## src/sv/msec_pkg.sv

```systemverilog
// Shared types, constants and helper functions of the execute core.
// Used by every module of the block; depends on nothing.
package msec_pkg;

	// Storage sizes.
	localparam int MEM_WORDS  = 1024;
	localparam int PROG_DEPTH = 1024;
	localparam int MEM_AW     = $clog2(MEM_WORDS);
	localparam int NUM_REGS   = 32;

	// Field widths.
	localparam int PC_W    = 11;
	localparam int REG_W   = 5;
	localparam int DATA_W  = 32;
	localparam int LIMIT_W = 31;

	// Queue sizes (powers of two).
	localparam int FQ_DEPTH = 4;
	localparam int FQ_AW    = $clog2(FQ_DEPTH);
	localparam int FQ_CW    = $clog2(FQ_DEPTH + 1);
	localparam int OQ_DEPTH = 4;
	localparam int OQ_AW    = $clog2(OQ_DEPTH);
	localparam int OQ_CW    = $clog2(OQ_DEPTH + 1);

	// Configuration port.
	localparam int APB_AW  = 2;
	localparam int APB_DW  = 32;
	localparam logic [APB_AW-1:0] REG_ADDR_STACK_LIMIT = 2'd0;
	localparam logic [LIMIT_W-1:0] LIMIT_RESET = 31'd4194304;

	// Special registers.
	localparam logic [REG_W-1:0] REG_ZERO = 5'd0;
	localparam logic [REG_W-1:0] REG_AT   = 5'd1;
	localparam logic [REG_W-1:0] REG_K1   = 5'd27;
	localparam logic [REG_W-1:0] REG_SP   = 5'd29;

	typedef enum logic [3:0] {
		OP_ADD  = 4'd0,
		OP_SUB  = 4'd1,
		OP_MUL  = 4'd2,
		OP_SLT  = 4'd3,
		OP_ADDI = 4'd4,
		OP_LW   = 4'd5,
		OP_SW   = 4'd6,
		OP_BEQ  = 4'd7,
		OP_BNE  = 4'd8,
		OP_J    = 4'd9
	} op_t;

	typedef enum logic [1:0] {
		ST_OK       = 2'd0,
		ST_SP_BOUND = 2'd1,
		ST_RESERVED = 2'd2,
		ST_HALTED   = 2'd3
	} status_t;

	// One instruction word as it arrives.
	typedef struct packed {
		logic [3:0]         op;
		logic [REG_W-1:0]   dest_reg;
		logic [REG_W-1:0]   src_a;
		logic [REG_W-1:0]   src_b;
		logic signed [31:0] immediate;
		logic [9:0]         branch_target;
		logic [9:0]         mem_addr;
	} cmd_t;

	// One result word.
	typedef struct packed {
		logic [1:0]         status;
		logic [PC_W-1:0]    next_pc;
		logic               write_enable;
		logic [REG_W-1:0]   write_reg;
		logic signed [31:0] write_value;
		logic               branch_taken;
	} result_t;

	// Instruction word with its classification from the front end.
	typedef struct packed {
		cmd_t cmd;
		logic writes;
		logic rsv_dest;
		logic sp_dest;
	} entry_t;

	// Head of the instruction queue as seen by the back end.
	typedef struct packed {
		logic   valid;
		entry_t entry;
	} head_t;

	// Next instruction index, saturating at the end of the program.
	function automatic logic [PC_W-1:0] pc_advance(input logic [PC_W-1:0] base);
		logic [PC_W:0] n;
		n = {1'b0, base} + (PC_W+1)'(1);
		if (n > (PC_W+1)'(PROG_DEPTH)) begin
			n = (PC_W+1)'(PROG_DEPTH);
		end
		return n[PC_W-1:0];
	endfunction

endpackage

```

## src/sv/msec_out_queue.sv

```systemverilog
// Result queue: holds finished result words until the consumer pops them.
// Depends on msec_pkg.
module msec_out_queue (
	input  logic                       clk,
	input  logic                       arst_n,
	input  logic                       res_push,
	input  msec_pkg::result_t          res_word,
	input  logic                       pop,
	output logic                       empty,
	output msec_pkg::result_t          result_word,
	output logic [msec_pkg::OQ_CW-1:0] count
);
	import msec_pkg::*;

	result_t          q_q [OQ_DEPTH];
	logic [OQ_AW-1:0] wr_ptr_q;
	logic [OQ_AW-1:0] rd_ptr_q;
	logic [OQ_CW-1:0] count_q;
	logic             take;

	assign empty       = (count_q == '0);
	assign take        = pop && !empty;
	assign result_word = q_q[rd_ptr_q];
	assign count       = count_q;

	// Storage; the back end never pushes into a full queue.
	always_ff @(posedge clk) begin
		if (res_push) begin
			q_q[wr_ptr_q] <= res_word;
		end
	end

	// Pointers and fill count.
	always_ff @(posedge clk or negedge arst_n) begin
		if (!arst_n) begin
			wr_ptr_q <= '0;
			rd_ptr_q <= '0;
			count_q  <= '0;
		end else begin
			if (res_push) begin
				wr_ptr_q <= wr_ptr_q + OQ_AW'(1);
			end
			if (take) begin
				rd_ptr_q <= rd_ptr_q + OQ_AW'(1);
			end
			if (res_push && !take) begin
				count_q <= count_q + OQ_CW'(1);
			end else if (!res_push && take) begin
				count_q <= count_q - OQ_CW'(1);
			end
		end
	end

endmodule

```

## config.mk

```make
export PLATFORM = sky130hd
export DESIGN_NAME = msec_out_queue
export DESIGN_NICKNAME = d
export VERILOG_FILES = /design/src/sv/msec_pkg.sv /design/src/sv/msec_out_queue.sv
export SDC_FILE = /design/constraint.sdc
export NUM_CORES = 1
export LEC_CHECK = 0
export BUFFER_PORTS_ARGS = -buffer_cell sky130_fd_sc_hd__buf_4
export CAP_MARGIN = 25
export CORE_ASPECT_RATIO = 0.9
export CORE_MARGIN = 2
export CORE_UTILIZATION = 51
export DETAILED_ROUTE_END_ITERATION = 12
export GPL_ROUTABILITY_DRIVEN = 0
export PLACE_DENSITY = 0.76
export SLEW_MARGIN = 20
export SYNTH_ARGS = -nofsm -noshare
export SYNTH_HDL_FRONTEND = slang
export SYNTH_SLANG_ARGS = --single-unit
```

## constraint.sdc

```tcl
create_clock -name clk -period 2.3 [get_ports clk]
set_input_delay 0.46 -clock clk [delete_from_list [all_inputs] [get_ports clk]]
set_output_delay 0.46 -clock clk [all_outputs]
set_load 0.05 [all_outputs]
```

==> summary.txt <==
Route
  – Routed len/inst: 22.54 um
  – Vias: roughly 3.6k
  – Total Wirelength: around 15000 um
  – Antenna-violating nets left: 0
  – Number of vias per cell: 5.453
  – Iteration-0 DRC Markers: about 210
  – DR pass1 iterations: 4
  – Detailed-route DRC error count: 0

Die
  – Die area: 0.01663 mm^2
  – Die width: about 140 um
  – FP Rows: 43
  – Initial Util: 51.93%
  – Core ar.: around 0.015 mm^2
  – Die height: 122.5 um
  – I/O pin cnt: 112

Power and ir drop
  – Register share of total power: 34.8%
  – Comb power frac: 46.2%
  – Clock power share: 19.0%
  – NetSw: 5.631 mW
  – VDD IR max: 996.9 uV
  – Final Power: about 15 mW
  – Switching share of total power: 36.55%
  – Pwr Density: 1519 mW/mm^2
  – Cell leakage power: roughly 3.5 nW
  – Internal power: roughly 10 mW

Worst setup path
  – Worst Path Arrival: ~2.0 ns
  – Setup crit end kind: primary output
  – Startpoint Class: register
  – Critical path class: register to primary output
  – CP required: ~1.8 ns
  – CP max FO: 6

Layout
  – Share of cells above drive strength 1: a little under half
  – Number of diodes: 0
  – # fillers: 996
  – Area Growth Syn to Fin: 27.40%
  – Final core area utilization: 66.16%
  – Final nets: roughly 520

Clock tree
  – Root Driver: clkbuf_16
  – Clock transition at path regs: 0.06 ns
  – CTS sink count: 215
  – CTS tree: yes
  – Clk_lat worst skew: slightly below 0.5 ns
  – CTS H-tree lvls: 1
  – CTS Buf Count: 21
  – Clk buf depth: 3

Timing
  – Final worst slack: -0.1469 ns
  – Peak Freq: 408.7 MHz
  – Final Skew: 0.005216 ns
  – Slew Limit Fails: 0
  – Final Hold Fails: 0
  – RSZ-0062 raised after global routing: yes
  – Crit share post-route: 106.4%
  – Hold_ws: 0.1659 ns
  – Max_slew headroom: 64.01%
  – # setup viols final: 52
  – Worst Max-Slew Pin Slew: between 0.5 and 0.6 ns
  – Min cycle time layout: 2.447 ns

Global routing
  – Overflow left after global routing: 0
  – Largest net degree at the start of global routing: 54
  – Total GRT Usage: 18.41%
  – Vias in the first global route: between 3k and 4k
  – First-pass GRT wire length: 22340 um
  – Antenna violations before repair: 0

Logic synthesis
  – Main synth FF type: edfxtp_1
  – EDFF count, synth: about 210
  – Synth unique cells: 19
  – Most frequent cell after synthesis: edfxtp_1
  – Synth top cells by count: edfxtp_1, mux4_2, dfrtp_1
  – Area leader, netlist: edfxtp_1
  – Number of synthesis warnings: 0
  – Register area share after synthesis: between 80% and 90%
  – Post-Syn Instances: 306
  – Async S/R FF share, synth: around 3.3%
  – FF+latch count, synth: 215
  – Yosys top cell area share: 78.44%
  – Synth Area per Inst: approximately 26 um^2
  – Post-Synthesis Cell Area: 0.007963 mm^2
  – Area contributors post-synth: edfxtp_1, mux4_2, dfrtp_1
  – Syn nets: 368

Run status
  – Violated checks: setup timing
  – Status: complete, but fails checks

Run
  – Maxcap violations: 0

Min path
  – Min-Delay Path Class: input port to register

Placement
  – Dpl ws: 0.1194 ns
  – IO buf count: roughly 110
  – Post-DP HPWL: 8397 um
==> registers in the layout (all words and copies together), names as in the netlist <==
register and flops:
rd_ptr_q 2, count 3, q_q 208, wr_ptr_q 2
==> critical path, stage by stage (launching register included) <==
cell and delay [ns]:
dfrtp_4 0.44, buf_12 0.17, clkbuf_16 0.17, mux4_2 0.54, buf_6 0.18
==> final cells by class <==
cell class                      instances  area [um^2]  share of cell area, %
Timing Repair Buffer                  138         1508                  14.86
Inverter                                4        15.01                 0.1480
Sequential cell                       215         6426                  63.34
Tap cell                              202        252.7                  2.491
Clock inverter                          3        16.27                 0.1603
Clock buffer                           28        551.8                  5.439
Multi-Input combinational cell         75         1375                  13.55
==> cells by family (layout without fill, tap and decap cells) <==
group	Yosys count	after routing	share of synthesized area, %
flip-flops	215	215	80.64
multiplexers	53	53	15.04
buffers and inverters	16	173	1.964
AND/OR/NAND/NOR	9	9	0.5970
adder cells (fa/ha/maj)	6	6	1.037
XOR/XNOR	6	6	0.6601
AO/OA/AOI/OAI	1	1	0.06279
==> final timing paths <==
path / from / end / slack, ns / cells after the start
max: rd_ptr_q[0] / result_word[21] / -0.15 / 4
min: res_word[15] / q_q[0][15] / 0.17 / 1
max reg2reg: count[0] / count[2] / 0.10 / 8
min reg2reg: count[2] / count[2] / 0.49 / 1
max in group asynchronous: arst_n / rd_ptr_q[0] / 1.84 / 2
min in group asynchronous: arst_n / rd_ptr_q[0] / 0.32 / 2
==> cell usage in the layout (no fill, tap or decap), types with 7 or more instances in the layout <==
master | netlist | routed
buf_12 | 5 | 9
buf_4 | 0 | 67
buf_6 | 1 | 49
clkbuf_1 | 0 | 7
clkbuf_16 | 0 | 23
edfxtp_1 | 208 | 208
mux4_2 | 48 | 52
==> what timing repair did <==
item / CTS / global route
gates resized for setup: 65 / 7
buffers inserted: 7 / 0
hold buffers: 1 / 0
endpoints found under the setup margin: 52 / 52
endpoints found under the hold margin: 7 / 0
gates cloned: 4 / 2
==> layer usage <==
metal | up-vias | wire, um | track usage (%)
met5 | - | 0 | 0
met4 | 0 | 292 | 4.948
met3 | 28 | 913 | 4.048
met2 | 135 | 7836 | 31.53
met1 | 1870 | 5945 | 24.29
li1 | 1593 | - | -
==> through the flow <==
step	cells	TNS [ns]	area [um^2]
floorplan	306	0	7963
global placement	620	0	9102
detailed placement	620	0	9102
CTS	663	-5.572	10070
global route	665	-7.109	10140
finish	665	-4.874	10140
==> power groups by stage <==
stage / logic, mW / clock network (mW) / registers, mW
6_report: 7.12 / 2.94 / 5.36
5_1_grt: 7.43 / 3.15 / 5.41
2_1_floorplan: 4.36 / 0 / 5.46
4_1_cts: 7.04 / 3.00 / 5.35
3_5_place_dp: 6.03 / 0 / 5.43
3_3_place_gp: 5.99 / 0 / 5.36
No activity file was read; power rests on OpenSTA's default activity.
