## config.mk

```make
export PLATFORM = sky130hd
export DESIGN_NAME = msec_front
export DESIGN_NICKNAME = d
export VERILOG_FILES = /design/src/sv/msec_pkg.sv /design/src/sv/msec_front.sv
export SDC_FILE = /design/constraint.sdc
export NUM_CORES = 1
export LEC_CHECK = 0
export ABC_CLOCK_PERIOD_IN_PS = 4200
export BUFFER_PORTS_ARGS = -buffer_cell sky130_fd_sc_hd__buf_2
export CAP_MARGIN = 20
export CORE_MARGIN = 2
export CORE_UTILIZATION = 57
export CTS_CLUSTER_DIAMETER = 40
export DETAILED_ROUTE_END_ITERATION = 8
export PLACE_DENSITY_LB_ADDON = 0.3
export SLEW_MARGIN = 20
export SYNTH_ARGS = -nofsm -noshare
export SYNTH_HDL_FRONTEND = slang
export SYNTH_SLANG_ARGS = --single-unit
```

## constraint.sdc

```tcl
create_clock -name clk -period 4.2 [get_ports clk]
set_input_delay 0.21 -clock clk [delete_from_list [all_inputs] [get_ports clk]]
set_output_delay 0.21 -clock clk [all_outputs]
set_load 0.05 [all_outputs]
```

## src/sv/msec_pkg.sv

```systemverilog
// Shared types, constants and helper functions of the execute core.
// Used by every module of the block; depends on nothing.
package msec_pkg;

	// Storage sizes.
	localparam int MEM_WORDS  = 1024;
	localparam int PROG_DEPTH = 1024;
	localparam int MEM_AW     = $clog2(MEM_WORDS);
	localparam int NUM_REGS   = 32;

	// Field widths.
	localparam int PC_W    = 11;
	localparam int REG_W   = 5;
	localparam int DATA_W  = 32;
	localparam int LIMIT_W = 31;

	// Queue sizes (powers of two).
	localparam int FQ_DEPTH = 4;
	localparam int FQ_AW    = $clog2(FQ_DEPTH);
	localparam int FQ_CW    = $clog2(FQ_DEPTH + 1);
	localparam int OQ_DEPTH = 4;
	localparam int OQ_AW    = $clog2(OQ_DEPTH);
	localparam int OQ_CW    = $clog2(OQ_DEPTH + 1);

	// Configuration port.
	localparam int APB_AW  = 2;
	localparam int APB_DW  = 32;
	localparam logic [APB_AW-1:0] REG_ADDR_STACK_LIMIT = 2'd0;
	localparam logic [LIMIT_W-1:0] LIMIT_RESET = 31'd4194304;

	// Special registers.
	localparam logic [REG_W-1:0] REG_ZERO = 5'd0;
	localparam logic [REG_W-1:0] REG_AT   = 5'd1;
	localparam logic [REG_W-1:0] REG_K1   = 5'd27;
	localparam logic [REG_W-1:0] REG_SP   = 5'd29;

	typedef enum logic [3:0] {
		OP_ADD  = 4'd0,
		OP_SUB  = 4'd1,
		OP_MUL  = 4'd2,
		OP_SLT  = 4'd3,
		OP_ADDI = 4'd4,
		OP_LW   = 4'd5,
		OP_SW   = 4'd6,
		OP_BEQ  = 4'd7,
		OP_BNE  = 4'd8,
		OP_J    = 4'd9
	} op_t;

	typedef enum logic [1:0] {
		ST_OK       = 2'd0,
		ST_SP_BOUND = 2'd1,
		ST_RESERVED = 2'd2,
		ST_HALTED   = 2'd3
	} status_t;

	// One instruction word as it arrives.
	typedef struct packed {
		logic [3:0]         op;
		logic [REG_W-1:0]   dest_reg;
		logic [REG_W-1:0]   src_a;
		logic [REG_W-1:0]   src_b;
		logic signed [31:0] immediate;
		logic [9:0]         branch_target;
		logic [9:0]         mem_addr;
	} cmd_t;

	// One result word.
	typedef struct packed {
		logic [1:0]         status;
		logic [PC_W-1:0]    next_pc;
		logic               write_enable;
		logic [REG_W-1:0]   write_reg;
		logic signed [31:0] write_value;
		logic               branch_taken;
	} result_t;

	// Instruction word with its classification from the front end.
	typedef struct packed {
		cmd_t cmd;
		logic writes;
		logic rsv_dest;
		logic sp_dest;
	} entry_t;

	// Head of the instruction queue as seen by the back end.
	typedef struct packed {
		logic   valid;
		entry_t entry;
	} head_t;

	// Next instruction index, saturating at the end of the program.
	function automatic logic [PC_W-1:0] pc_advance(input logic [PC_W-1:0] base);
		logic [PC_W:0] n;
		n = {1'b0, base} + (PC_W+1)'(1);
		if (n > (PC_W+1)'(PROG_DEPTH)) begin
			n = (PC_W+1)'(PROG_DEPTH);
		end
		return n[PC_W-1:0];
	endfunction

endpackage

```

## src/sv/msec_front.sv

```systemverilog
// Front end: accepts instruction words, classifies them and queues them.
// Depends on msec_pkg.
module msec_front (
	input  logic            clk,
	input  logic            arst_n,
	input  logic            push,
	output logic            full,
	input  msec_pkg::cmd_t  cmd_word,
	input  logic            clearing,
	input  logic            deq,
	output msec_pkg::head_t head
);
	import msec_pkg::*;

	entry_t           fifo_q [FQ_DEPTH];
	logic [FQ_AW-1:0] wr_ptr_q;
	logic [FQ_AW-1:0] rd_ptr_q;
	logic [FQ_CW-1:0] count_q;
	entry_t           entry_d;
	logic             accept;

	// The queue refuses words while full or while data memory is being cleared.
	assign full   = (count_q == FQ_CW'(FQ_DEPTH)) || clearing;
	assign accept = push && !full;

	// Classify the word: does it write a register, and is its destination special.
	always_comb begin
		entry_d.cmd      = cmd_word;
		entry_d.writes   = cmd_word.op inside {OP_ADD, OP_SUB, OP_MUL, OP_SLT, OP_ADDI, OP_LW};
		entry_d.rsv_dest = cmd_word.dest_reg inside {REG_ZERO, REG_AT, REG_K1};
		entry_d.sp_dest  = (cmd_word.dest_reg == REG_SP);
	end

	// Queue storage.
	always_ff @(posedge clk) begin
		if (accept) begin
			fifo_q[wr_ptr_q] <= entry_d;
		end
	end

	// Queue pointers and fill count.
	always_ff @(posedge clk or negedge arst_n) begin
		if (!arst_n) begin
			wr_ptr_q <= '0;
			rd_ptr_q <= '0;
			count_q  <= '0;
		end else begin
			if (accept) begin
				wr_ptr_q <= wr_ptr_q + FQ_AW'(1);
			end
			if (deq) begin
				rd_ptr_q <= rd_ptr_q + FQ_AW'(1);
			end
			if (accept && !deq) begin
				count_q <= count_q + FQ_CW'(1);
			end else if (!accept && deq) begin
				count_q <= count_q - FQ_CW'(1);
			end
		end
	end

	assign head.valid = (count_q != '0);
	assign head.entry = fifo_q[rd_ptr_q];

endmodule

```

==> impl_metrics.yaml <==
place:
  place_hpwl_microns: 11400
  pre_cts_slack_ns: 1.81
  portBuffers: 151
  gp_congestion: 0.680
route:
  first_pass_iters: 4
  drt-met1-wl_microns: 8450
  route.detailed.drc: 0
  routed_wl_microns: 20600
  routed.top_layer: "met4"
  wl_met3_microns: 1160
  wl_per_cell_microns: 21.1
  viasPerCell: 5.49
  num_vias: 5358
  routed-wl-met2_microns: 10500
  ant_nets: 0
  drt_iter0_drc: 314
timing:
  drv_slew: 0
  period_minus_slack_ns: 2.82
  fin_setup_tns_ns: 0
  tightest_slew_ns: 0.715
  finalSetupViolCount: 0
  skew_ns: 0.0140
  slew_headroom_pct: 52.3
  timing.final.ws_setup_ns: 1.38
  rsz0062_at_grt: "no"
  hold_viol: 0
  fin_crit_sh_pct: 67.1
  hold_ws_ns: 0.0748
  fmax_mhz: 355
setup_path:
  critPathKind: "reg2out"
  ff2ff_path_depth: 4
  worstReg2RegStart: "count_q[0]"
  start_kind: "flip-flop"
  arrival_ns: 2.61
  worstPathRequired_ns: 3.99
  r2r-end: "fifo_q[0][30]"
  worstSetupEndpointType: "output pin"
  crit_fanout: 44
  worst-r2r-setup-slack_ns: 1.89
floorplan:
  fp.coreArea_sq_um: 19300
  die_x_microns: 144
  die_y_microns: 144
  ios: 152
  start_util_pct: 57.8
  fp-row-count: 51
  fp.dieArea_sq_um: 20700
power:
  internal_power_uw: 7060
  power_leakage_uw: 0.00497
  pwr-share-clk_pct: 31.1
  p_switching_uw: 3810
  vdd_drop_max_uv: 548
  netSwitchingFraction_pct: 35.0
  seq_power_share_pct: 36.2
  p_comb_share_pct: 32.6
  power_density_nw_per_um2: 762
cts:
  cts_setup_buffers: 0
  clockBufferDepth: 3
  postCtsHoldBufs: 73
  insertion_delay_ns: 0.50
  cts.clk_slew.worst_paths_ns: 0.06
  cts_max_level: 2
  cts_tree: "built"
  root_buffer: "clkbuf_16"
  cts_resized: 0
  numCtsBuffers: 36
  clock-sinks: 303
global_routing:
  grt_pass1_wl_microns: 31400
  grt_max_degree: 76
  first_global_vias: 5936
  grt_use_total_pct: 20.4
  overflow: 0
  antenna_found_initial: 1
finish:
  final_nets: 766
  area_growth_pct: 27.8
  drive_above_1_share_pct: 42.4
  fillCellCount: 1104
yosys:
  synth_seq_cells: 303
  ys_warn_count: 0
  netlist_area_sq_um: 11200
  ys_types: 24
  synth_cells: 430
  syn-num-nets: 512
  postSynthAreaPerCell_sq_um: 26.0
  yosysSeqAreaShare_pct: 81.1
flow_run:
  drv_cap: 0
run_status:
  status: "complete, no violations"
worst_hold_path:
  worstHoldPathType: "in2async"
[how the worst max path moves through the flow]
stage           startpoint            to  slack [ns]  cells after the start
2_1_floorplan   count_q[0]  fifo_q[0][0]        1.25                      3
3_3_place_gp   rd_ptr_q[0]      head[34]        1.81                      3
3_5_place_dp   rd_ptr_q[0]      head[51]        1.81                      3
4_1_cts        rd_ptr_q[0]      head[33]        1.27                      3
5_1_grt        rd_ptr_q[0]      head[65]        1.19                      3
6_report       rd_ptr_q[0]      head[65]        1.38                      3
[cells in the final DEF (no fill, tap or decap), drive strengths merged, types with 3 or more instances in the layout]
cell and instances:
edfxtp 296, a21oi 4, xor2 3, clkinv 10, mux4 74, dfrtp 7, ha 5, and2 4
xnor2 3, clkbuf 40, buf 160, dlygate4sd3 73, inv 7, bufinv 10
[flip-flops by register name (all words and copies together), names as in the netlist]
signal / cells
wr_ptr_q: 2
rd_ptr_q: 2
fifo_q: 296
count_q: 3
[cells in the mapped netlist, drive strengths merged]
cell	count	area, sq um
a21oi	4	23.8
xnor2	3	26.3
nand3	1	5.00
xor2	3	26.3
nor3b	1	7.51
buf	15	164
fa	1	20.0
ha	5	62.6
or3	2	12.5
nand2	1	3.75
and2	4	25.0
mux4	74	1670
nor2	2	7.51
nand4	1	6.26
nand2b	1	6.26
dfrtp	7	175
clkbuf	2	7.51
mux2	2	22.5
edfxtp	296	8890
inv	5	18.8
[critical path: stages (launching register included)]
cell	delay (ns)
dfrtp_4	0.86
buf_12	0.42
mux4_2	0.57
buf_2	0.23
[layout make-up]
class / instances / area (sq um) / area share [%]
sequential: 303 / 9070 / 63.5
multi-input combinational: 105 / 1930 / 13.5
timing repair buffer: 233 / 1600 / 11.2
clock buffer: 40 / 937 / 6.56
clock inverter: 24 / 387 / 2.71
tap: 265 / 332 / 2.32
inverter: 5 / 18.8 / 0.131
antenna: 1 / 2.50 / 0.0175
[through the flow]
stage | total power [uW] | cells | instance area, sq um | util [%]
finish | 10900 | 976 | 14300 | 73.8
CTS | 11000 | 973 | 14200 | 73.6
floorplan | 6840 | 430 | 11200 | -
global route | 11300 | 976 | 14300 | 73.8
detailed placement | 7510 | 836 | 12200 | 63.0
global placement | 7460 | 836 | 12200 | 63.0
[logic make-up (layout without fill, tap and decap cells)]
group / count (synthesis) / in the layout / synth area share (%)
buffers and inverters: 22 / 302 / 1.70
and+or+nand+nor: 13 / 13 / 0.661
adders and majority gates: 6 / 6 / 0.739
DFF: 303 / 303 / 81.1
AOI/OAI and AO/OA: 4 / 4 / 0.213
other: 0 / 1 / 0
xor gates and xnor gates: 6 / 6 / 0.470
muxes: 76 / 76 / 15.1
[power groups by stage]
stage / Clock, uW / Sequential, uW / Combinational (uW)
floorplan: 0 / 3830 / 3010
global placement: 0 / 4080 / 3380
detailed placement: 0 / 4110 / 3400
CTS: 3430 / 4050 / 3470
global route: 3560 / 3990 / 3710
finish: 3390 / 3940 / 3550
[routing by layer]
| metal | vias up | global-route usage [%] |
|---|---|---|
| met5 | - | 0 |
| met4 | 0 | 7.38 |
| met3 | 37 | 4.47 |
| met2 | 172 | 35.0 |
| met1 | 2798 | 25.9 |
| li1 | 2351 | - |
(Power assumes the default switching activity.)
